`src/rtl/core/psu_pkg.sv`:
```
// Shared constants, codes and types for the PNG scanline unfilter core.
package psu_pkg;

	localparam int MAX_WIDTH    = 256;
	localparam int MAX_CHANNELS = 4;
	localparam int MAX_ROWS     = 256;
	localparam int HIST_DEPTH   = 4;
	localparam int BYTE_W       = 8;
	localparam int CFG_W        = 9;
	localparam int BPP_W        = 3;
	localparam int ROW_W        = 8;
	localparam int CFG_IDX_W    = 2;
	localparam int TAP_W        = 2;

	// register indexes on the config port
	localparam logic [CFG_IDX_W-1:0] REG_WIDTH  = 2'd0;
	localparam logic [CFG_IDX_W-1:0] REG_HEIGHT = 2'd1;
	localparam logic [CFG_IDX_W-1:0] REG_BPP    = 2'd2;

	typedef enum logic [2:0] {
		FILT_NONE  = 3'd0,
		FILT_SUB   = 3'd1,
		FILT_UP    = 3'd2,
		FILT_AVG   = 3'd3,
		FILT_PAETH = 3'd4
	} filter_t;

	// one beat handed from the sequencer to the reconstruct stage
	typedef struct packed {
		logic                 is_bad;
		logic [BYTE_W-1:0]    data_byte;
		filter_t              filter;
		logic                 has_left;
		logic                 has_above;
		logic [TAP_W-1:0]     tap;
		logic                 row_done;
		logic                 image_done;
	} item_t;

endpackage

```
`src/rtl/core/psu_in_if.sv`:
```
// Input byte stream channel.
interface psu_in_if;
	logic                          valid;
	logic                          ready;
	logic [psu_pkg::BYTE_W-1:0]    data_byte;
	logic                          image_start;

	modport source (output valid, output data_byte, output image_start, input ready);
	modport sink   (input valid, input data_byte, input image_start, output ready);
endinterface

```
`src/rtl/core/psu_cfg_if.sv`:
```
// Configuration register write channel.
interface psu_cfg_if;
	logic                            valid;
	logic                            ready;
	logic [psu_pkg::CFG_IDX_W-1:0]   index;
	logic [psu_pkg::CFG_W-1:0]       data;

	modport source (output valid, output index, output data, input ready);
	modport sink   (input valid, input index, input data, output ready);
endinterface

```
`src/rtl/core/psu_ctrl.sv`:
```
// Config registers and stream sequencer: filter byte parsing, column/row position.
module psu_ctrl #(
	parameter int MAX_WIDTH    = psu_pkg::MAX_WIDTH,
	parameter int MAX_CHANNELS = psu_pkg::MAX_CHANNELS,
	parameter int DEPTH        = MAX_WIDTH * MAX_CHANNELS,
	parameter int AW           = (DEPTH > 1) ? $clog2(DEPTH) : 1
) (
	input  logic             clk,
	input  logic             arst_n,
	psu_in_if.sink           pix_in,
	psu_cfg_if.sink          cfg,
	input  logic             take,
	output logic             issue,
	output psu_pkg::item_t   item,
	output logic [AW-1:0]    addr
);

	localparam int SW0 = $clog2(DEPTH + 1);
	localparam int SW  = (SW0 > psu_pkg::CFG_W) ? SW0 : psu_pkg::CFG_W;
	localparam int PW  = SW + psu_pkg::BPP_W;

	logic [psu_pkg::CFG_W-1:0] width_q, height_q;
	logic [psu_pkg::BPP_W-1:0] bpp_q;

	logic [AW-1:0]              col_q;
	logic [psu_pkg::ROW_W-1:0]  row_q;
	psu_pkg::filter_t           filt_q;
	logic                       await_q, first_q, err_q;

	logic [AW-1:0]              cur_col;
	logic [psu_pkg::ROW_W-1:0]  cur_row;
	psu_pkg::filter_t           cur_filt;
	logic                       cur_await, cur_first, cur_err;

	logic [SW-1:0]              w, stride, x_ext, x_next;
	logic [PW-1:0]              prod;
	logic [psu_pkg::BPP_W-1:0]  bpp;
	logic [psu_pkg::CFG_W-1:0]  h, row_inc;
	logic [AW-1:0]              x;
	logic                       acc, bad, row_end, img_end;

	logic [AW-1:0]              col_d;
	logic [psu_pkg::ROW_W-1:0]  row_d;
	psu_pkg::filter_t           filt_d;
	logic                       await_d, first_d, err_d;

	// config writes, always ready
	assign cfg.ready = 1'b1;

	always_ff @(posedge clk or negedge arst_n) begin
		if (!arst_n) begin
			width_q  <= psu_pkg::CFG_W'(1);
			height_q <= psu_pkg::CFG_W'(1);
			bpp_q    <= psu_pkg::BPP_W'(4);
		end else if (cfg.valid) begin
			unique case (cfg.index)
				psu_pkg::REG_WIDTH:  width_q  <= cfg.data;
				psu_pkg::REG_HEIGHT: height_q <= cfg.data;
				psu_pkg::REG_BPP:    bpp_q    <= cfg.data[psu_pkg::BPP_W-1:0];
				default: ;
			endcase
		end
	end

	// clamped geometry
	always_comb begin
		w = SW'(width_q);
		if (width_q == '0) begin
			w = SW'(1);
		end else if (SW'(width_q) > SW'(MAX_WIDTH)) begin
			w = SW'(MAX_WIDTH);
		end
		bpp = bpp_q;
		if (bpp_q == '0) begin
			bpp = psu_pkg::BPP_W'(1);
		end else if (bpp_q > psu_pkg::BPP_W'(MAX_CHANNELS)) begin
			bpp = psu_pkg::BPP_W'(MAX_CHANNELS);
		end
		h = height_q;
		if (height_q == '0) begin
			h = psu_pkg::CFG_W'(1);
		end else if (height_q > psu_pkg::CFG_W'(psu_pkg::MAX_ROWS)) begin
			h = psu_pkg::CFG_W'(psu_pkg::MAX_ROWS);
		end
		prod   = {{psu_pkg::BPP_W{1'b0}}, w} * {{SW{1'b0}}, bpp};
		stride = prod[SW-1:0];
	end

	assign acc = pix_in.valid & take;
	assign pix_in.ready = take;

	always_comb begin
		// image start restarts position before the byte is used
		if (pix_in.image_start) begin
			cur_col   = '0;
			cur_row   = '0;
			cur_filt  = psu_pkg::FILT_NONE;
			cur_await = 1'b1;
			cur_first = 1'b1;
			cur_err   = 1'b0;
		end else begin
			cur_col   = col_q;
			cur_row   = row_q;
			cur_filt  = filt_q;
			cur_await = await_q;
			cur_first = first_q;
			cur_err   = err_q;
		end

		x       = (SW'(cur_col) >= stride) ? '0 : cur_col;
		x_ext   = SW'(x);
		x_next  = x_ext + SW'(1);
		row_end = (x_next >= stride);
		row_inc = psu_pkg::CFG_W'(cur_row) + psu_pkg::CFG_W'(1);
		img_end = (row_inc >= h);
		bad     = (pix_in.data_byte > psu_pkg::BYTE_W'(psu_pkg::FILT_PAETH));

		col_d   = cur_col;
		row_d   = cur_row;
		filt_d  = cur_filt;
		await_d = cur_await;
		first_d = cur_first;
		err_d   = cur_err;
		issue   = 1'b0;

		if (!cur_err) begin
			if (cur_await) begin
				if (bad) begin
					err_d = 1'b1;
					issue = acc;
				end else begin
					filt_d  = psu_pkg::filter_t'(pix_in.data_byte[2:0]);
					await_d = 1'b0;
					col_d   = '0;
				end
			end else begin
				issue = acc;
				col_d = row_end ? '0 : x_next[AW-1:0];
				if (row_end) begin
					await_d = 1'b1;
					if (img_end) begin
						row_d   = '0;
						first_d = 1'b1;
					end else begin
						row_d   = row_inc[psu_pkg::ROW_W-1:0];
						first_d = 1'b0;
					end
				end
			end
		end

		item.is_bad     = cur_await;
		item.data_byte  = pix_in.data_byte;
		item.filter     = cur_filt;
		item.has_left   = (x_ext >= SW'(bpp));
		item.has_above  = !cur_first;
		item.tap        = psu_pkg::TAP_W'(bpp - psu_pkg::BPP_W'(1));
		item.row_done   = !cur_await & row_end;
		item.image_done = !cur_await & row_end & img_end;
		addr            = x;
	end

	always_ff @(posedge clk or negedge arst_n) begin
		if (!arst_n) begin
			col_q   <= '0;
			row_q   <= '0;
			filt_q  <= psu_pkg::FILT_NONE;
			await_q <= 1'b1;
			first_q <= 1'b1;
			err_q   <= 1'b0;
		end else if (acc) begin
			col_q   <= col_d;
			row_q   <= row_d;
			filt_q  <= filt_d;
			await_q <= await_d;
			first_q <= first_d;
			err_q   <= err_d;
		end
	end

endmodule

```
`src/flat_wrapper.sv`:
```
// flat-port wrapper written by rule: the top's interface ports become plain ports
module psu_ctrl_flat 
#(
	parameter int MAX_WIDTH    = psu_pkg::MAX_WIDTH,
	parameter int MAX_CHANNELS = psu_pkg::MAX_CHANNELS,
	parameter int DEPTH        = MAX_WIDTH * MAX_CHANNELS,
	parameter int AW           = (DEPTH > 1) ? $clog2(DEPTH) : 1
)
  (clk, arst_n, take, issue, item, addr, pix_in_valid, pix_in_data_byte, pix_in_image_start, pix_in_ready, cfg_valid, cfg_index, cfg_data, cfg_ready);
  psu_in_if pix_in_i ();
  psu_cfg_if cfg_i ();
  input  logic clk;
  input  logic arst_n;
  input  logic take;
  output logic issue;
  output psu_pkg::item_t item;
  output logic [AW-1:0] addr;
  input wire logic [$bits(pix_in_i.valid)-1:0] pix_in_valid;
  input wire logic [$bits(pix_in_i.data_byte)-1:0] pix_in_data_byte;
  input wire logic [$bits(pix_in_i.image_start)-1:0] pix_in_image_start;
  output wire logic [$bits(pix_in_i.ready)-1:0] pix_in_ready;
  input wire logic [$bits(cfg_i.valid)-1:0] cfg_valid;
  input wire logic [$bits(cfg_i.index)-1:0] cfg_index;
  input wire logic [$bits(cfg_i.data)-1:0] cfg_data;
  output wire logic [$bits(cfg_i.ready)-1:0] cfg_ready;
  assign pix_in_i.valid = pix_in_valid;
  assign pix_in_i.data_byte = pix_in_data_byte;
  assign pix_in_i.image_start = pix_in_image_start;
  assign pix_in_ready = pix_in_i.ready;
  assign cfg_i.valid = cfg_valid;
  assign cfg_i.index = cfg_index;
  assign cfg_i.data = cfg_data;
  assign cfg_ready = cfg_i.ready;
  psu_ctrl #(.MAX_WIDTH(MAX_WIDTH), .MAX_CHANNELS(MAX_CHANNELS), .DEPTH(DEPTH), .AW(AW)) u_core (.clk(clk), .arst_n(arst_n), .pix_in(pix_in_i), .cfg(cfg_i), .take(take), .issue(issue), .item(item), .addr(addr));
endmodule
```
`config.mk`:
```
export PLATFORM = sky130hd
export DESIGN_NAME = psu_ctrl_flat
export DESIGN_NICKNAME = d
export VERILOG_FILES = /design/src/rtl/core/psu_pkg.sv /design/src/rtl/core/psu_in_if.sv /design/src/rtl/core/psu_cfg_if.sv /design/src/rtl/core/psu_ctrl.sv /design/src/flat_wrapper.sv
export SDC_FILE = /design/constraint.sdc
export NUM_CORES = 1
export LEC_CHECK = 0
export BUFFER_PORTS_ARGS = -buffer_cell sky130_fd_sc_hd__buf_2
export CORE_MARGIN = 1
export CORE_UTILIZATION = 63
export CTS_CLUSTER_SIZE = 24
export DETAILED_ROUTE_END_ITERATION = 10
export GPL_TIMING_DRIVEN = 1
export PLACE_DENSITY = 0.94
export SLEW_MARGIN = 10
export SYNTH_ARGS = -nofsm -noshare
export SYNTH_HDL_FRONTEND = slang
export SYNTH_SLANG_ARGS = --single-unit
export TNS_END_PERCENT = 30
```
`constraint.sdc`:
```
create_clock -name clk -period 23.7 [get_ports clk]
set_input_delay 2.37 -clock clk [delete_from_list [all_inputs] [get_ports clk]]
set_output_delay 2.37 -clock clk [all_outputs]
set_load 0.1 [all_outputs]
```
==> summary.txt, run 1 <==
outcome = finished clean
count of cells resized by post-cts repair = 0
hpwl dp = 7331 um
Netlist Area Pre-Place = 3896 um2
WP data arrival = 8.44 ns
CTS buffer count = 5
Yosys reg bits = 45
number of buffers added on ports = 54
Setup Fix Bufs, Post-CTS = 0
maximum vdd drop = 0.00005243 V
grt total ovfl = 0
Crit Path Class = flop to primary output
final slew viol count = 0
FMAX = 92.47 MHz
Final Setup Violations = 0
crit start category = flop
Top FF cell, synth = dfrtp_1
maximum fanout along the worst path = 14
layout filler cell count = 442
Util after Layout = 71.11%
core area = 5956 um2
Worst Hold Class = flop to flop
final hold violations = 0
Slowest-stage cell, CP = fa_1
setup TNS = 0 ns
Yosys warnings = 0
die area = 6503 um2
P&R area growth vs syn = 8.703%
ANT cells = 0
Synth async-reset ratio = 100.0%
largest net degree at the start of global routing = 46
skew final = 0.007638 ns
Pleak = 2.138 nW
Netlist cell types = 63
Critical Path RT = 21.33 ns
synth cell count leaders = ha_1 (43), dfrtp_1 (40), nand2_1 (39)
count leader, synth = ha_1
fin crit share = 45.63%
Die H = 80.64 um
CTS Sinks = 45
Crit. End Element = primary output
share of cells above drive strength 1 = 21.96%
Sw Ratio = 44.78%
via count = 3,390
Clock Path Buffers = 2
DR WL/cell = 16.97 um
DRC Markers = 0
vias in the first global route = 3,554
DR vias/cell = 6.232
Gate power share = 48.3%
Starting DRT DRC Count = 286
crit-path max cell delay = 0.45 ns
final worst slack = 12.89 ns
Die W = 80.64 um
Post-synth EDFFs = 0
GPL Wtd Cong = 0.9158
starting density of the core = 65.42%
CTS clk-pin slew, worst paths = 0.09 ns
pwr dens = 65.43 nW/um2
row count = 28
Total Wirelength = 9230 um
Nets = 544
GRT Total Usage = 31.60%
sequential share of the synthesized area = 29.06%
Clk pwr share = 17.4%
Slew HR = 26.93%
Post-CTS Hold Fix Bufs = 0
synth top area cells = dfrtp_1 (26%), ha_1 (14%), mux2_2 (6.1%)
# IOs = 56
max_cap viols = 0
Clock Latency Late Sink = 0.31 ns
leading area contributor after synthesis = dfrtp_1
worst slack, placed = 13.36 ns
drt first pass iters = 5
TritonCTS clock tree = done
P_int = 0.1530 mW
Syn Nets = 503
synthesized area per cell = 9.125 um2
Tmin final = 10.81 ns
initial antenna violation count = 0
Area after DPL = 4143 um2
H-tree depth = 2
Post-DRT Antenna Nets = 0
Mapped Cells = 427
clk root buf = clkbuf_8
sequential fraction of design power = 34.4%
Net Sw Power = 0.1241 mW
post-route cell area = 4235 um2
Worst-Margin Slew = 1.085 ns
first-pass GRT wire length = 15,780 um
top cell type's share of synthesized area = 25.69%
RSZ-0062 raised after global routing = false
==> logic make-up (layout without fill, tap and decap cells) <==
family / count (synthesis) / in the layout / share of synthesized area [%]
mux: 22 / 22 / 6.455
compound gates: 76 / 76 / 14.42
xor+xnor: 20 / 20 / 4.496
simple gates: 165 / 165 / 21.74
other cells: 1 / 1 / 0.09625
buf+inv: 46 / 88 / 5.523
fa+ha+maj: 52 / 52 / 18.21
flops: 45 / 45 / 29.06
==> layout make-up <==
cell class | instances | area (um2) | area share (%)
multi-input combinational | 336 | 2554 | 60.30
sequential | 45 | 1132 | 26.74
timing repair buffer | 54 | 270.3 | 6.381
inverter | 26 | 97.59 | 2.304
tap | 75 | 93.84 | 2.216
clock buffer | 6 | 72.57 | 1.713
clock inverter | 2 | 15.01 | 0.3545
==> cell usage in the layout, fill, tap and decap left out, types with 6 or more instances in the layout <==
cell      Yosys  routed
fa_1          8       8
nor2_1       33      33
a21oi_1      17      17
nand2_1      39      39
ha_1         43      43
nand3_1      13      13
nand2b_1      8       8
nor3_1       10      10
and3_1        6       6
nor2b_1      19      19
dfrtp_1      40      40
nand4_1       8       8
inv_1        25      25
o21ai_0      12      12
xor2_1       14      14
a22o_1       14      14
buf_2         1      54
mux2_2       21      21
and2_1       12      12
xnor2_1       6       6
==> power groups by stage <==
stage | Clock (mW) | Combinational [mW] | Sequential (mW)
after detailed placement | 0 | 0.132 | 0.0964
final | 0.0481 | 0.134 | 0.0953
after CTS | 0.0485 | 0.133 | 0.0949
after floorplan | 0 | 0.107 | 0.0928
after global placement | 0 | 0.125 | 0.0958
after global routing | 0.0514 | 0.148 | 0.0966
==> worst max-delay path, delay by kind of cell, from the launching register on <==
kind	cells	cell delay [ns]
flip-flops	1	0.43
buffers and inverters	5	0.68
AO/OA/AOI/OAI	10	2.21
adder cells (fa/ha/maj)	7	2.31
AND/OR/NAND/NOR	12	2.14
XOR/XNOR	2	0.35
==> registers in the layout, indices dropped and copies added (netlist names) <==
name,flops
u_core.col_q,10
u_core.height_q,9
u_core.width_q,9
u_core.row_q,8
u_core.bpp_q,3
u_core.filt_q,3
u_core.await_q,1
u_core.err_q,1
u_core.first_q,1
==> metrics by stage <==
stage | power, mW | hold WS, ns | instances
finish | 0.2771 | 0.4813 | 544
global route | 0.2958 | 0.5195 | 544
CTS | 0.2764 | 0.4761 | 544
detailed placement | 0.2284 | 0.4614 | 536
global placement | 0.2208 | 0.4502 | 536
floorplan | 0.1994 | 0.4413 | 427
==> layer usage <==
| layer | track usage (%) | part of all wire (%) | vias to the layer above |
|---|---|---|---|
| li1 | - | - | 1571 |
| met1 | 36.04 | 40 | 1633 |
| met2 | 57.54 | 51 | 160 |
| met3 | 5.341 | 6.4 | 26 |
| met4 | 13.39 | 2.3 | 0 |
| met5 | 0 | 0 | - |
==> path summary, 6_finish.rpt <==
path	cells past startpoint	to	from	slack (ns)
setup / recovery	36	item[1]	u_core.bpp_q[1]	12.89
hold / removal	2	u_core.first_q	u_core.first_q	0.48
setup reg to reg	36	u_core.row_q[0]	u_core.bpp_q[1]	15.28
hold reg to reg	2	u_core.first_q	u_core.first_q	0.48
max in group asynchronous	1	u_core.width_q[1]	arst_n	20.87
min in group asynchronous	1	u_core.col_q[1]	arst_n	2.22
No activity file was read; power rests on OpenSTA's default activity.
==> run 2, diff against run 1 <==
--- a/config.mk
+++ b/config.mk
@@ -7,11 +7,11 @@
 export LEC_CHECK = 0
 export BUFFER_PORTS_ARGS = -buffer_cell sky130_fd_sc_hd__buf_2
 export CORE_MARGIN = 1
-export CORE_UTILIZATION = 63
+export CORE_UTILIZATION = 53
 export CTS_CLUSTER_SIZE = 24
 export DETAILED_ROUTE_END_ITERATION = 10
 export GPL_TIMING_DRIVEN = 1
-export PLACE_DENSITY = 0.94
+export PLACE_DENSITY = 0.85
 export SLEW_MARGIN = 10
 export SYNTH_ARGS = -nofsm -noshare
 export SYNTH_HDL_FRONTEND = slang
==> constraint.sdc (replaced) <==
create_clock -name clk -period 9.67 [get_ports clk]
set_input_delay 0.967 -clock clk [delete_from_list [all_inputs] [get_ports clk]]
set_output_delay 0.967 -clock clk [all_outputs]
set_load 0.1 [all_outputs]
==> summary.txt, run 2 (same netlist as run 1, synthesis figures left out) <==
outcome = finished clean (unchanged)
Crit. End Element = primary output (unchanged)
share of cells above drive strength 1 = 23.19% (was 21.96%)
Die W = 87.74 um (was 80.64 um)
Total Wirelength = 8699 um (was 9230 um)
hpwl dp = 6817 um (was 7331 um)
Crit Path Class = flop to primary output (unchanged)
DR vias/cell = 5.710 (was 6.232)
row count = 30 (was 28)
Nets = 545 (was 544)
skew final = 0.002638 ns (was 0.007638 ns)
dpl cells = 558 (was 536)
Post-DRT Antenna Nets = 0 (unchanged)
Final Setup Violations = 0 (unchanged)
TritonCTS clock tree = done (unchanged)
number of flip-flops in the largest register = 10 (unchanged)
Crit path buffers/inverters = 6 (was 5)
Starting DRT DRC Count = 185 (was 286)
most common cell after layout, fill and taps aside = buf_2 (unchanged)
WP data arrival = 8.25 ns (was 8.44 ns)
maximum fanout along the worst path = 14 (unchanged)
largest net degree at the start of global routing = 46 (unchanged)
post-route cell area = 4332 um2 (was 4235 um2)
die area = 7698 um2 (was 6503 um2)
number of buffers added on ports = 54 (unchanged)
Clock Path Buffers = 2 (unchanged)
Area after DPL = 4187 um2 (was 4143 um2)
Util after Layout = 62.38% (was 71.11%)
Die H = 87.74 um (was 80.64 um)
CTS clk-pin slew, worst paths = 0.08 ns (was 0.09 ns)
crit-path max cell delay = 0.43 ns (was 0.45 ns)
pwr dens = 165.2 nW/um2 (was 65.43 nW/um2)
CTS buffer count = 5 (unchanged)
commonest cells after routing, fill and taps aside = buf_2 (52), ha_1 (43), dfrtp_1 (40) (was buf_2 (54), ha_1 (43), dfrtp_1 (40))
P&R area growth vs syn = 11.18% (was 8.703%)
Pleak = 2.167 nW (was 2.138 nW)
fin crit share = 95.32%
Slowest-stage cell, CP = dfrtp_1 (was fa_1)
DRC Markers = 0 (unchanged)
max_cap viols = 0 (unchanged)
clk root buf = clkbuf_8 (unchanged)
core area = 6944 um2 (was 5956 um2)
count of cells resized by post-cts repair = 0 (unchanged)
top flop regs = u_core.col_q x10, u_core.height_q x9, u_core.width_q x9 (unchanged)
Non-Filler Instances = 566 (was 544)
Reg with most FFs = u_core.col_q (unchanged)
initial antenna violation count = 0 (unchanged)
CTS Sinks = 45 (unchanged)
ANT cells = 0 (unchanged)
first-pass GRT wire length = 14,200 um (was 15,780 um)
DR WL/cell = 15.37 um (was 16.97 um)
GPL Wtd Cong = 0.8983 (was 0.9158)
worst slack, placed = 0.9036 ns (was 13.36 ns)
grt total ovfl = 0 (unchanged)
Worst-Margin Slew = 1.152 ns (was 1.085 ns)
Clock Latency Late Sink = 0.30 ns (was 0.31 ns)
FMAX = 108.5 MHz
Worst Hold Class = flop to flop (unchanged)
via count = 3,232 (was 3,390)
GRT Total Usage = 23.88% (was 31.60%)
final worst slack = 0.4521 ns (was 12.89 ns)
Tmin final = 9.218 ns
H-tree depth = 2 (unchanged)
# IOs = 56 (unchanged)
Post-CTS Hold Fix Bufs = 0 (unchanged)
Critical Path RT = 8.70 ns (was 21.33 ns)
final slew viol count = 0 (unchanged)
drt first pass iters = 4 (was 5)
maximum vdd drop = 0.0001188 V (was 0.00005243 V)
crit start category = flop (unchanged)
Setup Fix Bufs, Post-CTS = 0 (unchanged)
Crit path max-delay family = adder cells (unchanged)
starting density of the core = 56.11% (was 65.42%)
vias in the first global route = 3,102 (was 3,554)
Slew HR = 22.42% (was 26.93%)
final hold violations = 0 (unchanged)
overall power = 0.7157 mW (was 0.2771 mW)
run 2: changes by cell type in the layout (fill, tap and decap cells not counted), sizes merged:
cell	delta
clkinvlp	-2
bufinv	+1
clkbuf	+3
buf	-1
run 2: power by group:
part           internal, mW  leakage, nW  switching [mW]
Clock                0.0843       0.0585          0.0636
Sequential            0.211        0.568          0.0227
Combinational         0.117         1.54           0.217
Total                 0.412         2.17           0.304
run 2: through the flow:
stage / hold slack [ns] / setup TNS (ns)
2_1_floorplan: 0.4413 / -0.1208
3_3_place_gp: 0.4494 / 0
3_5_place_dp: 0.4523 / 0
4_1_cts: 0.4656 / 0
5_1_grt: 0.4899 / -0.1677
6_report: 0.4618 / 0
run 2: layout make-up:
type,instances,area (um2)
clock buffer,7,86.33
tap,96,120.1
sequential,45,1132
clock inverter,1,30.03
multi-input combinational,336,2582
fill,575,2613
inverter,26,97.59
timing repair buffer,55,282.8
run 2: layer usage:
layer / routed length (um) / up-vias / GRT usage, %
met3: 435 / 7 / 3.205
met4: 74 / 0 / 6.408
li1: - / 1580 / -
met5: 0 / - / 0
met1: 3905 / 1523 / 31.23
met2: 4283 / 122 / 41.51
run 2: worst paths after layout:
kind / slack [ns] / start / depth (start not counted) / end
worst min-delay path: 0.46 / u_core.first_q / 2 / u_core.first_q
max in group asynchronous: 8.23 / arst_n / 1 / u_core.col_q[1]
worst min register to register: 0.46 / u_core.first_q / 2 / u_core.first_q
min in group asynchronous: 0.83 / arst_n / 1 / u_core.height_q[6]
worst max register to register: 1.37 / u_core.bpp_q[1] / 37 / u_core.row_q[0]
worst max-delay path: 0.45 / u_core.bpp_q[1] / 37 / item[0]
run 2: worst min-delay path, delay by kind of cell, from the launching register on:
| kind | cells | cell delay [ns] |
|---|---|---|
| AO/OA/AOI/OAI | 1 | 0.05 |
| buffers and inverters | 1 | 0.04 |
| flip-flops | 1 | 0.37 |
