$ cat config.mk
export PLATFORM = sky130hd
export DESIGN_NAME = psu_recon_flat
export DESIGN_NICKNAME = d
export VERILOG_FILES = /design/src/rtl/core/psu_pkg.sv /design/src/rtl/core/psu_out_if.sv /design/src/rtl/core/psu_recon.sv /design/src/flat_wrapper.sv
export SDC_FILE = /design/constraint.sdc
export NUM_CORES = 1
export LEC_CHECK = 0
export BUFFER_PORTS_ARGS = -buffer_cell sky130_fd_sc_hd__buf_2
export CAP_MARGIN = 20
export CELL_PAD_IN_SITES_DETAIL_PLACEMENT = 0
export CELL_PAD_IN_SITES_GLOBAL_PLACEMENT = 1
export CORE_ASPECT_RATIO = 1.25
export CORE_UTILIZATION = 48
export CTS_BUF_LIST = sky130_fd_sc_hd__clkbuf_4
export DETAILED_ROUTE_END_ITERATION = 7
export PLACE_DENSITY_LB_ADDON = 0.1
export SETUP_SLACK_MARGIN = 0.4
export SKIP_CTS_REPAIR_TIMING = 1
export SYNTH_ARGS = -nofsm -noshare
export SYNTH_HDL_FRONTEND = slang
export SYNTH_SLANG_ARGS = --single-unit
$ cat constraint.sdc
create_clock -name clk -period 13.15 [get_ports clk]
set_input_delay 1.315 -clock clk [delete_from_list [all_inputs] [get_ports clk]]
set_output_delay 1.315 -clock clk [all_outputs]
set_load 0.005 [all_outputs]
$ cat src/rtl/core/psu_pkg.sv
// Shared constants, codes and types for the PNG scanline unfilter core.
package psu_pkg;

	localparam int MAX_WIDTH    = 256;
	localparam int MAX_CHANNELS = 4;
	localparam int MAX_ROWS     = 256;
	localparam int HIST_DEPTH   = 4;
	localparam int BYTE_W       = 8;
	localparam int CFG_W        = 9;
	localparam int BPP_W        = 3;
	localparam int ROW_W        = 8;
	localparam int CFG_IDX_W    = 2;
	localparam int TAP_W        = 2;

	// register indexes on the config port
	localparam logic [CFG_IDX_W-1:0] REG_WIDTH  = 2'd0;
	localparam logic [CFG_IDX_W-1:0] REG_HEIGHT = 2'd1;
	localparam logic [CFG_IDX_W-1:0] REG_BPP    = 2'd2;

	typedef enum logic [2:0] {
		FILT_NONE  = 3'd0,
		FILT_SUB   = 3'd1,
		FILT_UP    = 3'd2,
		FILT_AVG   = 3'd3,
		FILT_PAETH = 3'd4
	} filter_t;

	// one beat handed from the sequencer to the reconstruct stage
	typedef struct packed {
		logic                 is_bad;
		logic [BYTE_W-1:0]    data_byte;
		filter_t              filter;
		logic                 has_left;
		logic                 has_above;
		logic [TAP_W-1:0]     tap;
		logic                 row_done;
		logic                 image_done;
	} item_t;

endpackage

$ cat src/rtl/core/psu_out_if.sv
// Reconstructed sample channel.
interface psu_out_if;
	logic                          valid;
	logic                          ready;
	logic [psu_pkg::BYTE_W-1:0]    sample_value;
	logic                          row_done;
	logic                          image_done;
	logic                          bad_filter;

	modport source (output valid, output sample_value, output row_done, output image_done,
		output bad_filter, input ready);
	modport sink   (input valid, input sample_value, input row_done, input image_done,
		input bad_filter, output ready);
endinterface

$ cat src/rtl/core/psu_recon.sv
// Reconstruct stage: predictor, modulo-256 add, byte histories and output register.
module psu_recon #(
	parameter int DEPTH = psu_pkg::MAX_WIDTH * psu_pkg::MAX_CHANNELS,
	parameter int AW    = (DEPTH > 1) ? $clog2(DEPTH) : 1
) (
	input  logic                       clk,
	input  logic                       arst_n,
	output logic                       take,
	input  logic                       issue,
	input  psu_pkg::item_t             item,
	input  logic [AW-1:0]              addr,
	input  logic [psu_pkg::BYTE_W-1:0] rd_data,
	output logic                       wr_en,
	output logic [AW-1:0]              wr_addr,
	output logic [psu_pkg::BYTE_W-1:0] wr_data,
	psu_out_if.source                  pix_out
);

	localparam int BW = psu_pkg::BYTE_W;

	logic               valid_s1;
	psu_pkg::item_t     item_s1;
	logic [AW-1:0]      addr_s1;

	logic [BW-1:0]      left_q    [psu_pkg::HIST_DEPTH];
	logic [BW-1:0]      up_left_q [psu_pkg::HIST_DEPTH];

	logic               out_valid_q;
	logic [BW-1:0]      out_sample_q;
	logic               out_row_q, out_img_q, out_bad_q;

	logic               adv, commit;
	logic [BW-1:0]      left, up, up_left, pred, value;
	logic [BW:0]        sum_ab, two_c;
	logic [BW:0]        pa, pb, pc;

	assign adv  = !out_valid_q || pix_out.ready;
	assign take = !valid_s1 || adv;

	always_ff @(posedge clk or negedge arst_n) begin
		if (!arst_n) begin
			valid_s1 <= 1'b0;
		end else if (take) begin
			valid_s1 <= issue;
		end
	end

	always_ff @(posedge clk) begin
		if (take && issue) begin
			item_s1 <= item;
			addr_s1 <= addr;
		end
	end

	always_comb begin
		up      = item_s1.has_above ? rd_data : '0;
		left    = item_s1.has_left ? left_q[item_s1.tap] : '0;
		up_left = (item_s1.has_above && item_s1.has_left) ? up_left_q[item_s1.tap] : '0;

		// Paeth distances, p = a + b - c
		sum_ab = {1'b0, left} + {1'b0, up};
		two_c  = {up_left, 1'b0};
		pa = (up >= up_left) ? {1'b0, up - up_left} : {1'b0, up_left - up};
		pb = (left >= up_left) ? {1'b0, left - up_left} : {1'b0, up_left - left};
		pc = (sum_ab >= two_c) ? (sum_ab - two_c) : (two_c - sum_ab);

		case (item_s1.filter)
			psu_pkg::FILT_SUB:   pred = left;
			psu_pkg::FILT_UP:    pred = up;
			psu_pkg::FILT_AVG:   pred = sum_ab[BW:1];
			psu_pkg::FILT_PAETH: begin
				if (pa <= pb && pa <= pc) begin
					pred = left;
				end else if (pb <= pc) begin
					pred = up;
				end else begin
					pred = up_left;
				end
			end
			default:             pred = '0;
		endcase
		value = item_s1.data_byte + pred;
	end

	assign commit  = valid_s1 && adv && !item_s1.is_bad;
	assign wr_en   = commit;
	assign wr_addr = addr_s1;
	assign wr_data = value;

	always_ff @(posedge clk or negedge arst_n) begin
		if (!arst_n) begin
			for (int i = 0; i < psu_pkg::HIST_DEPTH; i++) begin
				left_q[i]    <= '0;
				up_left_q[i] <= '0;
			end
		end else if (commit) begin
			for (int i = 1; i < psu_pkg::HIST_DEPTH; i++) begin
				left_q[i]    <= left_q[i-1];
				up_left_q[i] <= up_left_q[i-1];
			end
			left_q[0]    <= value;
			up_left_q[0] <= up;
		end
	end

	always_ff @(posedge clk or negedge arst_n) begin
		if (!arst_n) begin
			out_valid_q <= 1'b0;
		end else if (adv) begin
			out_valid_q <= valid_s1;
		end
	end

	always_ff @(posedge clk) begin
		if (adv && valid_s1) begin
			out_sample_q <= item_s1.is_bad ? '0 : value;
			out_row_q    <= !item_s1.is_bad && item_s1.row_done;
			out_img_q    <= !item_s1.is_bad && item_s1.image_done;
			out_bad_q    <= item_s1.is_bad;
		end
	end

	assign pix_out.valid        = out_valid_q;
	assign pix_out.sample_value = out_sample_q;
	assign pix_out.row_done     = out_row_q;
	assign pix_out.image_done   = out_img_q;
	assign pix_out.bad_filter   = out_bad_q;

endmodule
$ cat src/flat_wrapper.sv
// flat-port wrapper written by rule: the top's interface ports become plain ports
module psu_recon_flat 
#(
	parameter int DEPTH = psu_pkg::MAX_WIDTH * psu_pkg::MAX_CHANNELS,
	parameter int AW    = (DEPTH > 1) ? $clog2(DEPTH) : 1
)
  (clk, arst_n, take, issue, item, addr, rd_data, wr_en, wr_addr, wr_data, pix_out_valid, pix_out_sample_value, pix_out_row_done, pix_out_image_done, pix_out_bad_filter, pix_out_ready);
  psu_out_if pix_out_i ();
  input  logic clk;
  input  logic arst_n;
  output logic take;
  input  logic issue;
  input  psu_pkg::item_t item;
  input  logic [AW-1:0] addr;
  input  logic [psu_pkg::BYTE_W-1:0] rd_data;
  output logic wr_en;
  output logic [AW-1:0] wr_addr;
  output logic [psu_pkg::BYTE_W-1:0] wr_data;
  output wire logic [$bits(pix_out_i.valid)-1:0] pix_out_valid;
  output wire logic [$bits(pix_out_i.sample_value)-1:0] pix_out_sample_value;
  output wire logic [$bits(pix_out_i.row_done)-1:0] pix_out_row_done;
  output wire logic [$bits(pix_out_i.image_done)-1:0] pix_out_image_done;
  output wire logic [$bits(pix_out_i.bad_filter)-1:0] pix_out_bad_filter;
  input wire logic [$bits(pix_out_i.ready)-1:0] pix_out_ready;
  assign pix_out_valid = pix_out_i.valid;
  assign pix_out_sample_value = pix_out_i.sample_value;
  assign pix_out_row_done = pix_out_i.row_done;
  assign pix_out_image_done = pix_out_i.image_done;
  assign pix_out_bad_filter = pix_out_i.bad_filter;
  assign pix_out_i.ready = pix_out_ready;
  psu_recon #(.DEPTH(DEPTH), .AW(AW)) u_core (.clk(clk), .arst_n(arst_n), .take(take), .issue(issue), .item(item), .addr(addr), .rd_data(rd_data), .wr_en(wr_en), .wr_addr(wr_addr), .wr_data(wr_data), .pix_out(pix_out_i));
endmodule
==> flow_metrics.env, run 1 <==
export IMPL_status="finished, final reports clean"
export IMPL_worst_path_buf_inv=2
export IMPL_p_sw_share_pct=48.1
export IMPL_total_power_mw=1.80
export IMPL_synth_area_per_cell_um2=9.03
export IMPL_drive_gt1_share_pct=14.1
export IMPL_clock_fmax_ghz=0.0872
export IMPL_clock_root_buffer="clkbuf_4"
export IMPL_drt_iter0_drc=388
export IMPL_ios=72
export IMPL_holdWs_ns=0.489
export IMPL_gp_congestion=0.905
export IMPL_drc=0
export IMPL_critPathKind="flop to output pin"
export IMPL_skew_ns=0.0215
export IMPL_h_tree_depth=3
export IMPL_synth_top_cells_by_count="nand2_1 (208), ha_1 (78), inv_1 (68)"
export IMPL_synthMostInstantiatedCell="nand2_1"
export IMPL_start_util_pct=48.9
export IMPL_setup_viol=0
export IMPL_power_frac_comb_pct=65.6
export IMPL_p_sw_mw=0.864
export IMPL_grt_pass1_vias=6574
export IMPL_drtPass1Iterations=5
export IMPL_track_usage_pct=27.6
export IMPL_synth_cells=874
export IMPL_max_cap_violations=0
export IMPL_nets=1055
export IMPL_tightest_slew_ns=0.886
export IMPL_clk_pin_slew_ns=0.17
export IMPL_dominantRegCellSynth="dfrtp_1"
export IMPL_antenna_found_initial=1
export IMPL_synth_distinct_cells=71
export IMPL_grt_first_pass_wirelength_um=35100
export IMPL_num_rows=52
export IMPL_synth_edf_count=39
export IMPL_dp_slack_ns=2.19
export IMPL_critical_path_top_delay_family="compound AO/OA/AOI/OAI gates"
export IMPL_slowest_delay_ns=0.84
export IMPL_cts_buffer_depth=2
export IMPL_cts_tree="yes"
export IMPL_yosysTopAreaCell="dfrtp_1"
export IMPL_seq_power_share_pct=26.2
export IMPL_period_needed_ns=11.46
export IMPL_end_kind="output pin"
export IMPL_hpwl_um=17800
export IMPL_via_count=6509
export IMPL_cp_start_kind="flop"
export IMPL_clockPowerShare_pct=8.2
export IMPL_wl_per_cell_um=19.3
export IMPL_p_int_mw=0.933
export IMPL_setup_slack_ns=1.69
export IMPL_ys_warn_count=0
export IMPL_clock_sinks=105
export IMPL_max_vdd_ir_drop_mv=0.106
export IMPL_period_share_pct=87.2
export IMPL_powerDensity_mw_per_mm2=210
export IMPL_synth_seq_cells=105
export IMPL_hp_class="flop to flop"
export IMPL_core_mm2=0.0161
export IMPL_seq_area_frac_synth_pct=35.8
export IMPL_async_flop_share_pct=62.9
export IMPL_drv_slew=0
export IMPL_clk_latency_ns=0.45
export IMPL_relSlewSlack_pct=40.9
export IMPL_port_buffers=71
export IMPL_cp_max_fo=14
export IMPL_cp_required_ns=11.84
export IMPL_synth_top_area_share_pct=20.9
export IMPL_wl_um=22300
export IMPL_syn_nets=997
export IMPL_grt_max_degree=77
export IMPL_syn_area_mm2=0.00789
export IMPL_grt_remaining_overflow=0
export IMPL_crit_path_frequent_cell="a21oi_1"
export IMPL_die_h_um=145
export IMPL_p_leak_nw=4.17
export IMPL_rsz0062_at_grt="no"
export IMPL_hold_viol=0
export IMPL_ant_nets=0
export IMPL_routed_via_density=5.64
export IMPL_crit_slowest_cell="a2111oi_4"
export IMPL_die_x_um=117
export IMPL_crit_arrival_ns=10.15
export IMPL_timing_setup_tns_ns=0
export IMPL_cts_buffers=9
export IMPL_die_area_mm2=0.0170
export IMPL_area_delta_synth_final_pct=8.45
export IMPL_synth_top_cells_by_area="dfrtp_1 (21%), edfxtp_1 (15%), ha_1 (12%)"
-- state kept, by name, indices dropped and copies added, names as in the netlist --
register,flops
u_core.pix_out.valid,1
u_core.left_q,32
u_core.wr_addr,10
u_core.up_left_q,32
u_core.pix_out.bad_filter,1
u_core.pix_out.row_done,1
u_core.item_s1,18
u_core.pix_out.sample_value,8
u_core.pix_out.image_done,1
u_core.valid_s1,1
-- path summary, 6_finish.rpt --
path	from	cells after the start	endpoint	slack, ns
hold reg to reg	u_core.left_q[2]	2	u_core.left_q[2]	0.49
setup reg to reg	u_core.item_s1[3]	39	u_core.left_q[31]	3.25
hold / removal	u_core.left_q[2]	2	u_core.left_q[2]	0.49
max in group asynchronous	arst_n	2	u_core.left_q[12]	11.59
setup / recovery	u_core.item_s1[3]	39	wr_data[7]	1.69
min in group asynchronous	arst_n	2	u_core.valid_s1	1.03
-- cell families after synthesis --
kind of cell / Yosys count / share of synthesized area [%]
fa+ha+maj: 83 / 13.6
xor+xnor: 31 / 3.53
buf+inv: 99 / 4.87
flops: 105 / 35.8
simple gates: 329 / 18.3
mux: 55 / 9.24
compound gates: 172 / 14.6
-- stage by stage --
step	std cells	util (%)	instance area (um2)
finish	1154	53.1	8560
CTS	1153	53.0	8560
global placement	1137	52.3	8440
floorplan	874	-	7890
detailed placement	1137	52.3	8440
global route	1154	53.1	8560
-- tightest hold or removal path: cells and delay by family (launching register included) --
family	cells	cell delay, ns
AND/OR/NAND/NOR	2	0.10
flip-flops	1	0.36
-- routing by layer --
| layer | global-route usage, % | wire (um) |
|---|---|---|
| met4 | 18.3 | 1540 |
| met1 | 32.5 | 9040 |
| met2 | 47.3 | 11200 |
| met3 | 2.12 | 522 |
| met5 | 0 | 0 |
-- cells in the final DEF, fill, tap and decap left out, drive strengths merged, types with 10 or more instances in the layout --
cell type	Yosys	final
nand2	209	209
ha	78	78
buf	10	77
inv	68	71
dfrtp	66	66
a21oi	46	46
o21ai	45	45
nor2	42	42
edfxtp	39	39
mux2i	29	29
xnor2	21	21
mux2	13	13
mux4	13	13
nand2b	11	11
nor3	10	10
xor2	10	10
and2	10	10
-- layout make-up --
class	count	area, um2
Timing Repair Buffer	77	400
Clock buffer	9	67.6
Sequential cell	105	2820
Tap cell	216	270
Multi-Input combinational cell	670	4690
Inverter	69	259
Fill cell	1556	7570
Clock inverter	7	51.3
Antenna cell	1	2.50
-- power groups by stage --
| stage | logic, mW | registers, mW | clock network, mW |
|---|---|---|---|
| final | 1.18 | 0.471 | 0.147 |
| after global routing | 1.29 | 0.482 | 0.166 |
| after CTS | 1.17 | 0.472 | 0.153 |
| after detailed placement | 1.16 | 0.479 | 0 |
| after global placement | 1.13 | 0.476 | 0 |
| after floorplan | 0.876 | 0.458 | 0 |
Note: power is estimated with default switching activity, not from simulation.
==> run 2: changes to the inputs <==
- ABC_AREA: not set -> 1
- CORE_UTILIZATION: 48 -> 46
- RECOVER_POWER: not set -> 50
==> run 2 against run 1 <==
The flow now finishes with violations (capacitance limit, slew limit). Via count is 0.55% lower. Fmax grew 12%. Non-clock buffer count rose by 2. Count of clock-buffer cells in the layout stayed put.
==> flow_metrics.env, run 2 <==
export IMPL_status="finished, violations left"
export IMPL_violations="capacitance limit, slew limit"
export IMPL_clockPowerShare_pct=9.6
export IMPL_crit_path_frequent_cell="ha_1"
export IMPL_via_count=6473
export IMPL_area_delta_synth_final_pct=9.16
export IMPL_p_sw_share_pct=50.2
export IMPL_grt_first_pass_wirelength_um=33000
export IMPL_met1_usage_pct=30.2
export IMPL_relSlewSlack_pct=-135
export IMPL_powerDensity_mw_per_mm2=214
export IMPL_end_kind="output pin"
export IMPL_drtPass1Iterations=5
export IMPL_yosysTopAreaCell="dfrtp_1"
export IMPL_antenna_found_initial=1
export IMPL_start_util_pct=47.2
export IMPL_fillCellCount=1662
export IMPL_grt_remaining_overflow=0
export IMPL_wl_per_cell_um=16.4
export IMPL_synth_seq_cells=105
export IMPL_gp_congestion=0.933
export IMPL_ff_latch_area_mm2=0.00282
export IMPL_slowest_delay_ns=1.05
export IMPL_num_rows=52
export IMPL_max_cap_violations=1
export IMPL_rr_worst_depth=41
export IMPL_synth_area_per_cell_um2=7.83
export IMPL_drc=0
export IMPL_grt_max_degree=72
export IMPL_cp_max_fo=33
export IMPL_rsz0062_at_grt="no"
export IMPL_hp_start="u_core.left_q[1]"
export IMPL_total_power_mw=1.79
export IMPL_syn_area_mm2=0.00768
export IMPL_max_vdd_ir_drop_mv=0.118
export IMPL_drv_slew=67
export IMPL_synth_top_cells_by_count="nand2_1 (228), inv_1 (147), o21ai_0 (117)"
export IMPL_port_buffers=71
export IMPL_post_place_cells=1245
export IMPL_dominantRegCellSynth="dfrtp_1"
export IMPL_synth_top_area_share_pct=21.5
export IMPL_hold_end="u_core.left_q[1]"
export IMPL_p_leak_nw=4.26
export IMPL_wl_um=20700
export IMPL_die_h_um=146
export IMPL_cp_start_kind="flop"
export IMPL_skew_ns=0.0152
export IMPL_met2_usage_pct=43.5
export IMPL_worstHoldPathCells=2
export IMPL_r2r_start="u_core.item_s1[2]"
export IMPL_timing_setup_tns_ns=0
export IMPL_clk_pin_slew_ns=0.16
export IMPL_stdcell_area_mm2=0.00838
export IMPL_syn_nets=1103
export IMPL_drt_iter0_drc=449
export IMPL_fin_cells=1263
export IMPL_cp_startpoint="u_core.item_s1[2]"
export IMPL_cts_tree="yes"
export IMPL_hpwl_um=16400
export IMPL_clock_sinks=105
export IMPL_period_share_pct=78.0
export IMPL_p_sw_mw=0.900
export IMPL_h_tree_depth=3
export IMPL_drive_gt1_share_pct=12.9
export IMPL_setup_viol=0
export IMPL_clock_fmax_ghz=0.0975
export IMPL_synth_top_cells_by_area="dfrtp_1 (22%), edfxtp_1 (15%), ha_1 (13%)"
export IMPL_clock_root_buffer="clkbuf_4"
export IMPL_nets=1164
export IMPL_final_common_cell="nand2_1"
export IMPL_utilization_pct=51.5
export IMPL_power_frac_comb_pct=62.7
export IMPL_cts_buffers=9
export IMPL_use_met3_pct=2.07
export IMPL_synth_distinct_cells=42
export IMPL_cp_required_ns=11.84
export IMPL_critPathKind="flop to output pin"
export IMPL_crit_slowest_cell="edfxtp_1"
export IMPL_multi_input_area_mm2=0.00415
export IMPL_hp_class="flop to flop"
export IMPL_p_int_mw=0.895
export IMPL_most_common_layout_cells="nand2_1 (228), inv_1 (147), o21ai_0 (117), ha_1 (78), a21oi_1 (73)"
export IMPL_crit_arrival_ns=8.94
export IMPL_ant_nets=0
export IMPL_cts_buffer_depth=2
export IMPL_clk_latency_ns=0.45
export IMPL_gr_max_usage_layer="met2"
export IMPL_grt_pass1_vias=6279
export IMPL_postPlaceCellArea_mm2=0.00823
export IMPL_synth_edf_count=39
export IMPL_r2r_slack_ns=4.47
export IMPL_track_usage_pct=24.7
export IMPL_seq_area_frac_synth_pct=36.8
export IMPL_hold_viol=0
export IMPL_seq_power_share_pct=27.8
export IMPL_period_needed_ns=10.25
export IMPL_rr_endpoint="u_core.pix_out.sample_value[6]"
export IMPL_core_mm2=0.0163
export IMPL_die_area_mm2=0.0172
export IMPL_die_x_um=118
export IMPL_reg_top3="u_core.left_q x32, u_core.up_left_q x32, u_core.item_s1 x18"
export IMPL_tightest_slew_ns=3.53
export IMPL_synth_cells=980
export IMPL_async_flop_share_pct=62.9
export IMPL_synthMostInstantiatedCell="nand2_1"
export IMPL_ios=72
export IMPL_routed_via_density=5.13
export IMPL_ys_warn_count=0
==> run 2: changes by cell type in the layout (fill, tap and decap cells not counted), moves of 9 or more <==
cell and change:
inv_1 +79, o21ai_0 +74, a21oi_1 +28, mux2i_1 -26
nand3_1 +22, nand2_1 +20, mux4_2 -13, mux2_2 -11
nand2_2 +11, nand2b_1 -11, xnor2_1 -11, xor2_1 +11
and2_1 -10, o21ai_1 +9
==> run 2: layout make-up <==
cell class / instances / area share, %
diodes: 1 / 0.0299
clock buffers: 9 / 0.806
clock inverters: 7 / 1.00
inverters: 153 / 6.85
multi-input cells: 693 / 49.5
flip-flops and latches: 105 / 33.7
well taps: 216 / 3.22
repair buffers: 79 / 4.87
==> run 2: worst max-delay path by stage <==
stage / to / cells after the start / slack (ns)
final: wr_data[6] / 40 / 2.90
after global routing: wr_data[6] / 39 / 1.89
after CTS: wr_data[6] / 40 / 2.89
after detailed placement: wr_data[6] / 40 / 3.42
after global placement: wr_data[7] / 47 / 3.61
after floorplan: wr_data[7] / 43 / 4.98
==> run 2: power groups by stage <==
stage | combinational [mW] | clock, mW | sequential [mW]
after global routing | 1.29 | 0.188 | 0.510
after detailed placement | 1.12 | 0 | 0.506
after CTS | 1.13 | 0.178 | 0.498
after global placement | 1.12 | 0 | 0.505
final | 1.12 | 0.172 | 0.498
after floorplan | 0.841 | 0 | 0.487
==> run 2: through the flow <==
step                worst slack [ns]  hold WS (ns)
floorplan                       4.98         0.442
global placement                3.61         0.454
detailed placement              3.42         0.460
CTS                             2.89         0.498
global route                    1.89         0.526
finish                          2.90         0.496
==> run 2: worst max-delay path, delay by kind of cell (launching register included) <==
family                     cells  cell delay, ns
AOI/OAI and AO/OA             13            2.06
xor gates and xnor gates       3            0.81
adders and majority gates      6            1.61
buffers and inverters          7            1.25
DFF                            1            1.05
muxes                          1            0.36
and+or+nand+nor               10            1.37
==> run 2: logic make-up (layout without fill, tap and decap cells) <==
logic type,count (synthesis),in the layout,share of synthesized area (%)
buf+inv,182,248,9.26
compound gates,232,232,16.3
other cells,0,1,0
fa+ha+maj,83,83,14.0
simple gates,343,343,19.5
mux,5,5,0.684
xor+xnor,30,30,3.42
flops,105,105,36.8
==> run 2: layer usage <==
metal	part of all wire, %	vias to the layer above
met5	0	-
met1	44	2937
li1	-	3345
met4	4.6	0
met2	49	141
met3	2.5	50
==> run 3: changes to the inputs <==
- CORE_UTILIZATION: 46 -> 42
- clock period: 13.15 -> 9.35 ns (I/O delays scaled with it)
==> run 3 against run 2 <==
Core utilization fell by 0.87 points. Global-route usage decreased by 0.42 points. The run still ends with capacitance limit, slew limit left. Sequential share of layout area is 2.2 points lower. Flip-flop and latch count unchanged. Highest routed layer unchanged. Via count increased by 3.5%. Clock power up 32%.
==> flow_metrics.env, run 3 (same netlist as run 2, synthesis figures left out) <==
export IMPL_status="finished, violations left"
export IMPL_violations="capacitance limit, slew limit"
export IMPL_wl_per_cell_um=17.1
export IMPL_area_delta_synth_final_pct=16.8
export IMPL_clock_fmax_ghz=0.118
export IMPL_skew_ns=0.0217
export IMPL_cts_buffer_depth=2
export IMPL_timing_setup_tns_ns=0
export IMPL_wl_um=22500
export IMPL_die_area_mm2=0.0188
export IMPL_use_met3_pct=2.09
export IMPL_r2r_start="u_core.item_s1[2]"
export IMPL_holdWs_ns=0.488
export IMPL_clk_pin_slew_ns=0.17
export IMPL_cp_start_kind="flop"
export IMPL_die_x_um=123
export IMPL_port_buffers=71
export IMPL_die_h_um=153
export IMPL_crit_end="wr_data[7]"
export IMPL_rsz0062_at_grt="no"
export IMPL_setup_viol=0
export IMPL_cts_buffers=9
export IMPL_clock_sinks=105
export IMPL_drive_gt1_share_pct=20.1
export IMPL_cp_startpoint="u_core.item_s1[2]"
export IMPL_utilization_pct=50.7
export IMPL_grt_remaining_overflow=0
export IMPL_cp_max_fo=6
export IMPL_gr_max_usage_layer="met2"
export IMPL_drtPass1Iterations=5
export IMPL_r2r_slack_ns=1.98
export IMPL_nets=1205
export IMPL_rr_endpoint="u_core.left_q[31]"
export IMPL_clk_latency_ns=0.47
export IMPL_end_kind="output pin"
export IMPL_start_util_pct=43.4
export IMPL_powerDensity_mw_per_mm2=319
export IMPL_h_tree_depth=3
export IMPL_drt_iter0_drc=374
export IMPL_critPathKind="flop to output pin"
export IMPL_routed_via_density=5.11
export IMPL_p_leak_nw=4.50
export IMPL_max_cap_violations=1
export IMPL_drv_slew=67
export IMPL_drc=0
export IMPL_tightest_slew_ns=3.60
export IMPL_crit_path_frequent_cell="nand2_1"
export IMPL_gp_congestion=0.919
export IMPL_ant_nets=0
export IMPL_ios=72
export IMPL_clock_root_buffer="clkbuf_4"
export IMPL_crit_arrival_ns=7.57
export IMPL_hpwl_um=17600
export IMPL_most_common_layout_cells="nand2_1 (224), inv_1 (142), o21ai_0 (108), ha_1 (74), buf_2 (71)"
export IMPL_via_count=6701
export IMPL_max_vdd_ir_drop_mv=0.156
export IMPL_num_rows=54
export IMPL_period_share_pct=91.0
export IMPL_antenna_found_initial=1
export IMPL_hold_viol=0
export IMPL_cts_tree="yes"
export IMPL_crit_slowest_cell="edfxtp_1"
export IMPL_met2_usage_pct=41.8
export IMPL_slowest_delay_ns=0.50
export IMPL_period_needed_ns=8.51
export IMPL_core_mm2=0.0177
export IMPL_track_usage_pct=24.3
export IMPL_reg_top3="u_core.left_q x32, u_core.up_left_q x32, u_core.item_s1 x18"
export IMPL_grt_first_pass_wirelength_um=34500
export IMPL_cp_required_ns=8.42
export IMPL_hp_class="flop to flop"
export IMPL_grt_pass1_vias=6419
export IMPL_relSlewSlack_pct=-140
export IMPL_met1_usage_pct=30.8
export IMPL_rr_worst_depth=53
export IMPL_grt_max_degree=72
export IMPL_final_common_cell="nand2_1"
-- run 3: cell types whose count changed in the layout (fill, tap and decap cells not counted), moves of 4 or more --
cell     delta
ha_1        -4
nand2_2     +4
nand2_1     -4
buf_6       +4
inv_1       -5
o21ai_0     -9
a21oi_1     -5
o21ai_2     +5
buf_4      +32
a21oi_2     +5
-- run 3: layout make-up --
| type | instances | area (um2) |
|---|---|---|
| timing repair buffer | 116 | 706 |
| inverter | 153 | 582 |
| clock buffer | 9 | 67.6 |
| multi-input combinational | 695 | 4430 |
| fill | 1859 | 8730 |
| antenna | 1 | 2.50 |
| sequential | 105 | 2820 |
| tap | 224 | 280 |
| timing repair inverter | 2 | 10.0 |
| clock inverter | 7 | 71.3 |
-- run 3: worst min path at each step --
stage / startpoint / to / slack [ns] / cells after the start
2_1_floorplan: u_core.left_q[1] / u_core.left_q[1] / 0.44 / 2
3_3_place_gp: u_core.left_q[16] / u_core.left_q[8] / 0.46 / 2
3_5_place_dp: u_core.left_q[1] / u_core.left_q[1] / 0.46 / 2
4_1_cts: u_core.up_left_q[22] / u_core.up_left_q[14] / 0.50 / 2
5_1_grt: u_core.left_q[1] / u_core.left_q[1] / 0.52 / 2
6_report: u_core.up_left_q[22] / u_core.up_left_q[14] / 0.49 / 2
-- run 3: power breakdown --
part | leakage, nW | total, mW | internal (mW) | switching [mW]
clock network | 0.0758 | 0.227 | 0.0623 | 0.165
logic | 3.20 | 1.93 | 0.735 | 1.19
registers | 1.23 | 0.704 | 0.623 | 0.0818
total | 4.50 | 2.86 | 1.42 | 1.44
-- run 3: metrics by stage --
| stage | area (um2) | setup slack, ns | instances | total power, mW |
|---|---|---|---|---|
| CTS | 8440 | -0.0214 | 1277 | 2.55 |
| finish | 8970 | 0.843 | 1312 | 2.86 |
| floorplan | 7680 | 1.74 | 980 | 1.87 |
| global route | 8970 | 0.259 | 1312 | 3.14 |
| detailed placement | 8300 | 0.546 | 1261 | 2.32 |
| global placement | 8300 | 0.608 | 1261 | 2.31 |
-- run 3: per-layer routing --
| layer | wire length (um) | up-vias |
|---|---|---|
| li1 | - | 3425 |
| met1 | 9650 | 3107 |
| met2 | 11500 | 129 |
| met3 | 583 | 40 |
| met4 | 750 | 0 |
| met5 | 0 | - |
-- run 3: worst max-delay path, delay by kind of cell (launching register included) --
family | cells | cell delay (ns)
adders and majority gates | 4 | 1.06
DFF | 1 | 0.50
and+or+nand+nor | 25 | 2.74
muxes | 1 | 0.29
xor gates and xnor gates | 3 | 0.67
buffers and inverters | 11 | 0.83
AOI/OAI and AO/OA | 8 | 1.01
